==> src/hw/rtl/key_whitelist_table_unit_defines.svh <==
// Assertion macros shared by the key whitelist table RTL.
// Depends on nothing; the asserting module supplies aclk and aresetn.
`ifndef KEY_WHITELIST_TABLE_UNIT_DEFINES_SVH
`define KEY_WHITELIST_TABLE_UNIT_DEFINES_SVH
`ifndef SYNTHESIS
// Same-cycle implication, checked out of reset.
`define KWT_ASSERT_NOW(label, ante, cons) \
    label: assert property (@(posedge aclk) disable iff (!aresetn) (ante) |-> (cons)) \
        else $error("kwt assertion failed");
// Next-cycle implication, checked out of reset.
`define KWT_ASSERT_NEXT(label, ante, cons) \
    label: assert property (@(posedge aclk) disable iff (!aresetn) (ante) |=> (cons)) \
        else $error("kwt assertion failed");
`else
`define KWT_ASSERT_NOW(label, ante, cons)
`define KWT_ASSERT_NEXT(label, ante, cons)
`endif
`endif

==> src/hw/rtl/kwt_pkg.sv <==
// Package for the key whitelist table: field widths and status codes.
// No dependencies.
package kwt_pkg;

    localparam int KEY_W      = 64;
    localparam int CNT_W      = 7;
    localparam int STAT_W     = 3;
    localparam int M_TDATA_W  = 16;
    localparam int M_PAD_W    = M_TDATA_W - STAT_W - CNT_W;

    typedef logic [STAT_W-1:0] status_t;
    typedef logic [CNT_W-1:0]  count_t;

    localparam logic ACT_CHECK  = 1'b0;
    localparam logic ACT_ENROLL = 1'b1;

    localparam status_t STAT_GRANTED = 3'd0;
    localparam status_t STAT_DENIED  = 3'd1;
    localparam status_t STAT_ADDED   = 3'd2;
    localparam status_t STAT_PRESENT = 3'd3;
    localparam status_t STAT_FULL    = 3'd4;

endpackage

==> src/hw/rtl/kwt_ram.sv <==
// Generic single-write, single-read RAM with registered read data.
// No dependencies.
module kwt_ram #(
    parameter int WIDTH  = 64,
    parameter int DEPTH  = 64,
    parameter int ADDR_W = (DEPTH > 1) ? $clog2(DEPTH) : 1
) (
    input  logic              clk,
    input  logic              wr_en,
    input  logic [ADDR_W-1:0] wr_addr,
    input  logic [WIDTH-1:0]  wr_data,
    input  logic              rd_en,
    input  logic [ADDR_W-1:0] rd_addr,
    output logic [WIDTH-1:0]  rd_data
);

    logic [WIDTH-1:0] mem_reg [DEPTH];
    logic [WIDTH-1:0] rd_data_reg;

    always_ff @(posedge clk) begin
        if (wr_en) begin
            mem_reg[wr_addr] <= wr_data;
        end
        if (rd_en) begin
            rd_data_reg <= mem_reg[rd_addr];
        end
    end

    assign rd_data = rd_data_reg;

endmodule

==> src/hw/rtl/key_whitelist_table_unit.sv <==
// Key whitelist table top level: sequencer, key compare and result register.
// Depends on kwt_pkg, kwt_ram and key_whitelist_table_unit_defines.svh.
//
//  channel | ports                     | contents
//  --------+---------------------------+-----------------------------------------
//  input   | s_tvalid s_tready s_tdata | tdata[63:0] key; tuser[0] action
//  result  | m_tvalid m_tready m_tdata | tdata[2:0] status, [9:3] stored_count
//
// A transaction runs idle, scan, drain, decide; an empty table skips to decide.
// In the scan the single key RAM read port delivers one stored entry per cycle
// to the shared 64-bit comparator. s_tready is high only while the sequencer
// idles. A finished result waits in the output register; the sequencer holds
// in its decide step until that register is free. aresetn (synchronous)
// empties the table by clearing the count; the key RAM itself is never cleared.
`include "key_whitelist_table_unit_defines.svh"
module key_whitelist_table_unit
    import kwt_pkg::*;
#(
    parameter int MAX_KEYS = 64
) (
    input  logic                 aclk,
    input  logic                 aresetn,
    input  logic                 s_tvalid,
    output logic                 s_tready,
    input  logic [KEY_W-1:0]     s_tdata,   // [63:0] key
    input  logic [0:0]           s_tuser,   // [0] action
    output logic                 m_tvalid,
    input  logic                 m_tready,
    output logic [M_TDATA_W-1:0] m_tdata    // [2:0] status, [9:3] stored_count
);

    localparam int ADDR_W = (MAX_KEYS > 1) ? $clog2(MAX_KEYS) : 1;

    localparam logic [1:0] S_IDLE   = 2'd0;
    localparam logic [1:0] S_SCAN   = 2'd1;
    localparam logic [1:0] S_DRAIN  = 2'd2;
    localparam logic [1:0] S_DECIDE = 2'd3;

    localparam count_t MAX_CNT = CNT_W'(MAX_KEYS);

    logic [1:0]        state_reg, state_next;
    count_t            count_reg, count_next;
    logic [ADDR_W-1:0] idx_reg, idx_next;
    logic              cmp_pend_reg, cmp_pend_next;
    logic              hit_reg, hit_next;
    logic [KEY_W-1:0]  key_reg, key_next;
    logic              act_reg, act_next;
    logic              m_valid_reg, m_valid_next;
    status_t           m_status_reg, m_status_next;
    count_t            m_count_reg, m_count_next;

    logic              rd_en;
    logic [KEY_W-1:0]  rd_data;
    logic              wr_en;
    logic              out_load;
    status_t           status_calc;

    kwt_ram #(
        .WIDTH (KEY_W),
        .DEPTH (MAX_KEYS)
    ) u_key_ram (
        .clk     (aclk),
        .wr_en   (wr_en),
        .wr_addr (count_reg[ADDR_W-1:0]),
        .wr_data (key_reg),
        .rd_en   (rd_en),
        .rd_addr (idx_reg),
        .rd_data (rd_data)
    );

    // Result of the search, valid in the decide step.
    always_comb begin
        if (act_reg == ACT_CHECK) begin
            status_calc = hit_reg ? STAT_GRANTED : STAT_DENIED;
        end else if (hit_reg) begin
            status_calc = STAT_PRESENT;
        end else if (count_reg >= MAX_CNT) begin
            status_calc = STAT_FULL;
        end else begin
            status_calc = STAT_ADDED;
        end
    end

    always_comb begin
        state_next    = state_reg;
        count_next    = count_reg;
        idx_next      = idx_reg;
        key_next      = key_reg;
        act_next      = act_reg;
        m_status_next = m_status_reg;
        m_count_next  = m_count_reg;
        rd_en         = 1'b0;
        wr_en         = 1'b0;
        out_load      = 1'b0;

        // Compare the entry read in the previous cycle.
        hit_next = hit_reg | (cmp_pend_reg && (rd_data == key_reg));

        unique case (state_reg)
            S_IDLE: begin
                if (s_tvalid) begin
                    key_next   = s_tdata;
                    act_next   = s_tuser[0];
                    idx_next   = '0;
                    hit_next   = 1'b0;
                    // Skip the scan when nothing is stored.
                    state_next = (count_reg == '0) ? S_DECIDE : S_SCAN;
                end
            end
            S_SCAN: begin
                rd_en    = 1'b1;
                idx_next = idx_reg + ADDR_W'(1);
                if (CNT_W'(idx_reg) == count_reg - CNT_W'(1)) begin
                    state_next = S_DRAIN;
                end
            end
            S_DRAIN: begin
                // Let the last read reach the comparator.
                state_next = S_DECIDE;
            end
            S_DECIDE: begin
                if (!m_valid_reg || m_tready) begin
                    out_load = 1'b1;
                    if (status_calc == STAT_ADDED) begin
                        wr_en      = 1'b1;
                        count_next = count_reg + CNT_W'(1);
                    end
                    m_status_next = status_calc;
                    m_count_next  = (status_calc == STAT_ADDED) ?
                                    count_reg + CNT_W'(1) : count_reg;
                    state_next    = S_IDLE;
                end
            end
            default: begin
                state_next = S_IDLE;
            end
        endcase

        cmp_pend_next = rd_en;

        if (out_load) begin
            m_valid_next = 1'b1;
        end else if (m_tready) begin
            m_valid_next = 1'b0;
        end else begin
            m_valid_next = m_valid_reg;
        end
    end

    // Control state.
    always_ff @(posedge aclk) begin
        if (!aresetn) begin
            state_reg    <= S_IDLE;
            count_reg    <= '0;
            cmp_pend_reg <= 1'b0;
            m_valid_reg  <= 1'b0;
        end else begin
            state_reg    <= state_next;
            count_reg    <= count_next;
            cmp_pend_reg <= cmp_pend_next;
            m_valid_reg  <= m_valid_next;
        end
    end

    // Payload and search scratch: no reset needed.
    always_ff @(posedge aclk) begin
        idx_reg      <= idx_next;
        hit_reg      <= hit_next;
        key_reg      <= key_next;
        act_reg      <= act_next;
        m_status_reg <= m_status_next;
        m_count_reg  <= m_count_next;
    end

    assign s_tready = (state_reg == S_IDLE);
    assign m_tvalid = m_valid_reg;
    assign m_tdata  = {{M_PAD_W{1'b0}}, m_count_reg, m_status_reg};

    // Never hold more keys than the table has rows.
    `KWT_ASSERT_NOW(a_count_bound, 1'b1, count_reg <= MAX_CNT)
    // An added key grows the count by exactly one.
    `KWT_ASSERT_NEXT(a_add_grows, out_load && (status_calc == STAT_ADDED), count_reg == $past(count_reg) + CNT_W'(1))
    // A check never reports an enroll status.
    `KWT_ASSERT_NOW(a_check_status, out_load && (act_reg == ACT_CHECK), (status_calc == STAT_GRANTED) || (status_calc == STAT_DENIED))

endmodule

==> config.mk <==
export PLATFORM = sky130hd
export DESIGN_NAME = key_whitelist_table_unit
export DESIGN_NICKNAME = d
export VERILOG_FILES = /design/src/hw/rtl/kwt_pkg.sv /design/src/hw/rtl/kwt_ram.sv /design/src/hw/rtl/key_whitelist_table_unit.sv
export VERILOG_INCLUDE_DIRS = /design/src /design/src/hw/rtl
export SDC_FILE = /design/constraint.sdc
export NUM_CORES = 2
export LEC_CHECK = 0
export BUFFER_PORTS_ARGS = -buffer_cell sky130_fd_sc_hd__buf_2
export CAP_MARGIN = 30
export CORE_MARGIN = 5
export CORE_UTILIZATION = 25
export CTS_BUF_LIST = sky130_fd_sc_hd__clkbuf_4
export CTS_CLUSTER_SIZE = 14
export DETAILED_ROUTE_END_ITERATION = 7
export PLACE_DENSITY_LB_ADDON = 0.05
export SLEW_MARGIN = 20
export SYNTH_ARGS = -nofsm -noshare
export SYNTH_HDL_FRONTEND = slang
export SYNTH_SLANG_ARGS = --single-unit
export TNS_END_PERCENT = 50
==> constraint.sdc <==
create_clock -name aclk -period 8.1 [get_ports aclk]
set_clock_uncertainty 0.2 [all_clocks]
set_input_delay 0.81 -clock aclk [delete_from_list [all_inputs] [get_ports aclk]]
set_output_delay 0.81 -clock aclk [all_outputs]
set_load 0.005 [all_outputs]
==> implementation parameters <==
Parameter                              Value

Run status
  Outcome    complete, no violations

STA
  Final setup violation count    0
  Slew at the pin closest to its max-slew limit    1040 ps
  Unrepaired setup endpoints after global routing    false
  Setup TNS after final layout    0 ps
  Final period util    56.7%
  Count of pins over their slew limit    0
  Slew headroom    29.9%
  Hold Vio Cnt, Final    0
  Achievable frequency    218 MHz
  Time the worst path needs with I/O delays and setup    4600 ps

Synth
  Cells after Synth    7311
  Number of synthesized flops with an enable pin    4241
  Area fraction in compound gates after synthesis    2.81%
  XOR/XNOR Fraction of Synth Area    0.374%
  Arithmetic-cell share of the synthesized area counting full adders, half adders and majority gates    0.0615%
  Average cell area after synthesis    22.3 um2
  Post-synth design cell area    163000 um2
  Top_reg_cell synth    edfxtp_1
  Top cells by area in the synthesized netlist    edfxtp_1 (78%), mux4_2 (13%), mux2i_1 (2.8%)
  Combinational family with the most area after synthesis    multiplexers
  Number of flip-flops and latches in the synthesized netlist    4253
  Simple-gate share of the synthesized area    1.23%
  Library cell with the largest summed area after synthesis    edfxtp_1
  Sequential area share after synthesis    78.4%
  Fraction of post-synthesis cell area in the top cell type by area    78.3%
  Count of yosys warnings during synthesis    0
  Post-synthesis cell type count    67
  Fraction of registers with async set/reset    0%
  Multiplexer share of the synthesized area    15.6%

Min path
  Worst hold path type    register to register
  Sink of the worst hold path    state_reg[1]
  Depth of the worst hold-timing path    1
  Hold path startpoint    state_reg[1]

Setup path
  Element type at the critical path start    register
  Startpoint of the most critical register-to-register path    idx_reg[1]
  Worst-path cell with the longest stage delay    edfxtp_1
  Path type of the worst setup path    register to register
  Register-to-register path setup slack    3500 ps
  Peak per-stage delay on the critical path    850 ps
  Endpoint type of the worst setup path    register
  Critical path, cell by cell    buf_12, buf_4, buf_12, buf_4, mux4_2, mux4_2, o22ai_1, o21ai_0
  Maximum fanout along the worst path    31
  Capture point of the worst reg-to-reg path    u_key_ram.rd_data[26]
  Worst path arrival time    5790 ps
  Register-to-Register Path Depth    8
  Data required time of the worst path    9290 ps

Routing
  Number of design-rule violations left by the first detailed-router iteration    6899
  Drt first pass iters    5
  Routed length per instance    33.9 um
  Number of routed nets with antenna violations    0
  Number of vias per cell    4.64
  Final wirelength    626000 um
  Number of remaining DRC errors    0
  Vias after detailed routing    85500

Cells and area
  Post-Layout Cell Count    18400
  Post-layout util    29.9%
  Layout overhead on the synthesized area    19.1%
  Fraction of layout cells with a size suffix above 1    35.4%
  Net count reported at finish    8996
  Number of flip-flops under the largest register name    4096
  Fill cell count    63600
  Area taken by multi-input logic gates    33300 um2
  Total area of sequential cells    128000 um2

Power and ir drop
  P per Cell Area    322 nW/um2
  Part of the power in the clock network    32.3%
  Sequential share of power    41.4%
  Highest ir drop seen on vdd    0.000197 V
  Static leakage    61.8 nW
  Net switching power    20.4 mW
  Switching part of the total    32.7%
  Internal power    42.0 mW
  Combinational fraction of design power    26.3%

GRT
  Number of antenna violations at the first check in global routing    74
  Via count of the first global-routing pass    92200
  First-pass GRT wire length    832000 um
  Overflow after GRT    0
  Maximum number of pins on one net before global-route repair    84
  Overall global routing resource usage    18.6%

Clocking
  Clock tree from TritonCTS    done
  Depth of the CTS H-tree    7
  Cts bufs inserted    1308
  Buffer cell driving the clock tree root    clkbuf_4
  Cts repair resizes    0
  Insertion delay of the later-clocked pin in the worst-skew pair    1810 ps
  Sink count of the clock tree    4253
  Maximum count of clock buffers along a single path    5
  Clk slew on worst S/H paths    60 ps
  Number of hold buffers added after CTS    196
  Setup repair bufs after CTS    0

Die
  Placeable Area    649000 um2
  Initial cell density of the core    25.1%
  Io pins    87
  Area of the die    667000 um2
  Floorplan die height    817 um
  Horizontal die dimension    817 um
  Placement Rows    296

Placement
  Count of buffers inserted at the top-level ports    80
  HPWL after DPL    358000 um
  Last weighted congestion value of the routability-driven placer    0.747
  Number of instances in the placed design    16100

Run
  Max-cap viol count    0
per-layer routing:
metal	global-route usage (%)	part of all wire, %	vias to the layer above
met5	0	0.0053	-
met4	5.78	2.3	4
met3	3.66	4.3	931
met2	31.1	49	2742
met1	24.4	44	46800
li1	-	-	35000
cell usage after synthesis, drive strengths merged (11+ instances only):
cell type,n
nand3,33
mux2,23
nor4,12
mux4,909
dfxtp,12
a211o,25
a32oi,13
o21ai,137
and2,15
xnor2,18
buf,263
nand4,11
a21oi,151
inv,28
edfxtp,4241
nand2,213
nand2b,11
a221oi,25
a2111oi,35
mux2i,463
xor2,49
nor2,120
o22ai,115
clkbuf,150
o221ai,87
a211oi,36
critical path: cells and delay by family (launching register included):
kind / cells / cell delay [ps]
compound gates: 2 / 620
buf+inv: 4 / 1570
mux: 2 / 860
flops: 1 / 850
cells in the final DEF, fill, tap and decap left out, types with 16 or more instances in the layout:
master / n
edfxtp_1: 4241
clkbuf_4: 1875
mux4_2: 909
mux2i_1: 463
buf_4: 341
clkinv_1: 228
nand2_1: 212
dlygate4sd3_1: 196
a21oi_1: 151
o21ai_0: 121
o22ai_1: 115
o221ai_1: 87
buf_2: 84
buf_12: 71
nor2_4: 64
nor2_1: 54
xor2_1: 44
a211oi_1: 36
diode_2: 32
nand3_1: 32
a2111oi_0: 30
inv_1: 25
a221oi_1: 25
a211o_1: 25
mux2_2: 23
inv_2: 20
xnor2_1: 18
clkinv_2: 18
o21ai_1: 16
area by class of cell:
type / instances / share of cell area, %
clock inverter: 273 / 0.649
clock buffer: 1875 / 7.26
inverter: 29 / 0.0665
tap: 8642 / 5.58
antenna: 32 / 0.0413
sequential: 4253 / 65.8
multi-input combinational: 2621 / 17.2
timing repair buffer: 706 / 3.40
power groups by stage:
stage          logic [mW]  clock network, mW  registers [mW]
4_1_cts              17.1               21.2            25.8
6_report             16.4               20.2            25.8
3_3_place_gp         16.8                  0            26.3
5_1_grt              17.4               22.4            25.8
2_1_floorplan        8.90                  0            26.6
3_5_place_dp         17.0                  0            26.3
worst max-delay path by stage:
stage | endpoint | startpoint | cells past startpoint
3_3_place_gp | u_key_ram.mem_reg[47][56] | m_tready | 9
3_5_place_dp | u_key_ram.mem_reg[22][43] | m_tready | 9
6_report | u_key_ram.rd_data[26] | idx_reg[1] | 8
2_1_floorplan | u_key_ram.mem_reg[6][0] | m_tready | 8
4_1_cts | u_key_ram.mem_reg[38][38] | state_reg[0] | 9
5_1_grt | u_key_ram.rd_data[26] | idx_reg[1] | 8
per-stage QoR:
stage          area (um2)  power, mW  setup WS, ps  hold WS (ps)
6_report           194000       62.4          3500           351
5_1_grt            194000       65.7          3390           191
4_1_cts            194000       64.1          3320          67.0
3_5_place_dp       176000       43.3          2940           330
3_3_place_gp       176000       43.1          2710           330
2_1_floorplan      163000       35.5          2560           301
logic make-up (layout without fill, tap and decap cells):
group | after synthesis | after routing
flip-flops | 4253 | 4253
multiplexers | 1395 | 1395
AO/OA/AOI/OAI | 688 | 688
AND/OR/NAND/NOR | 456 | 456
buffers and inverters | 442 | 2883
XOR/XNOR | 68 | 68
adder cells (fa/ha/maj) | 8 | 8
other | 1 | 38
Note: power is estimated with default switching activity, not from simulation.
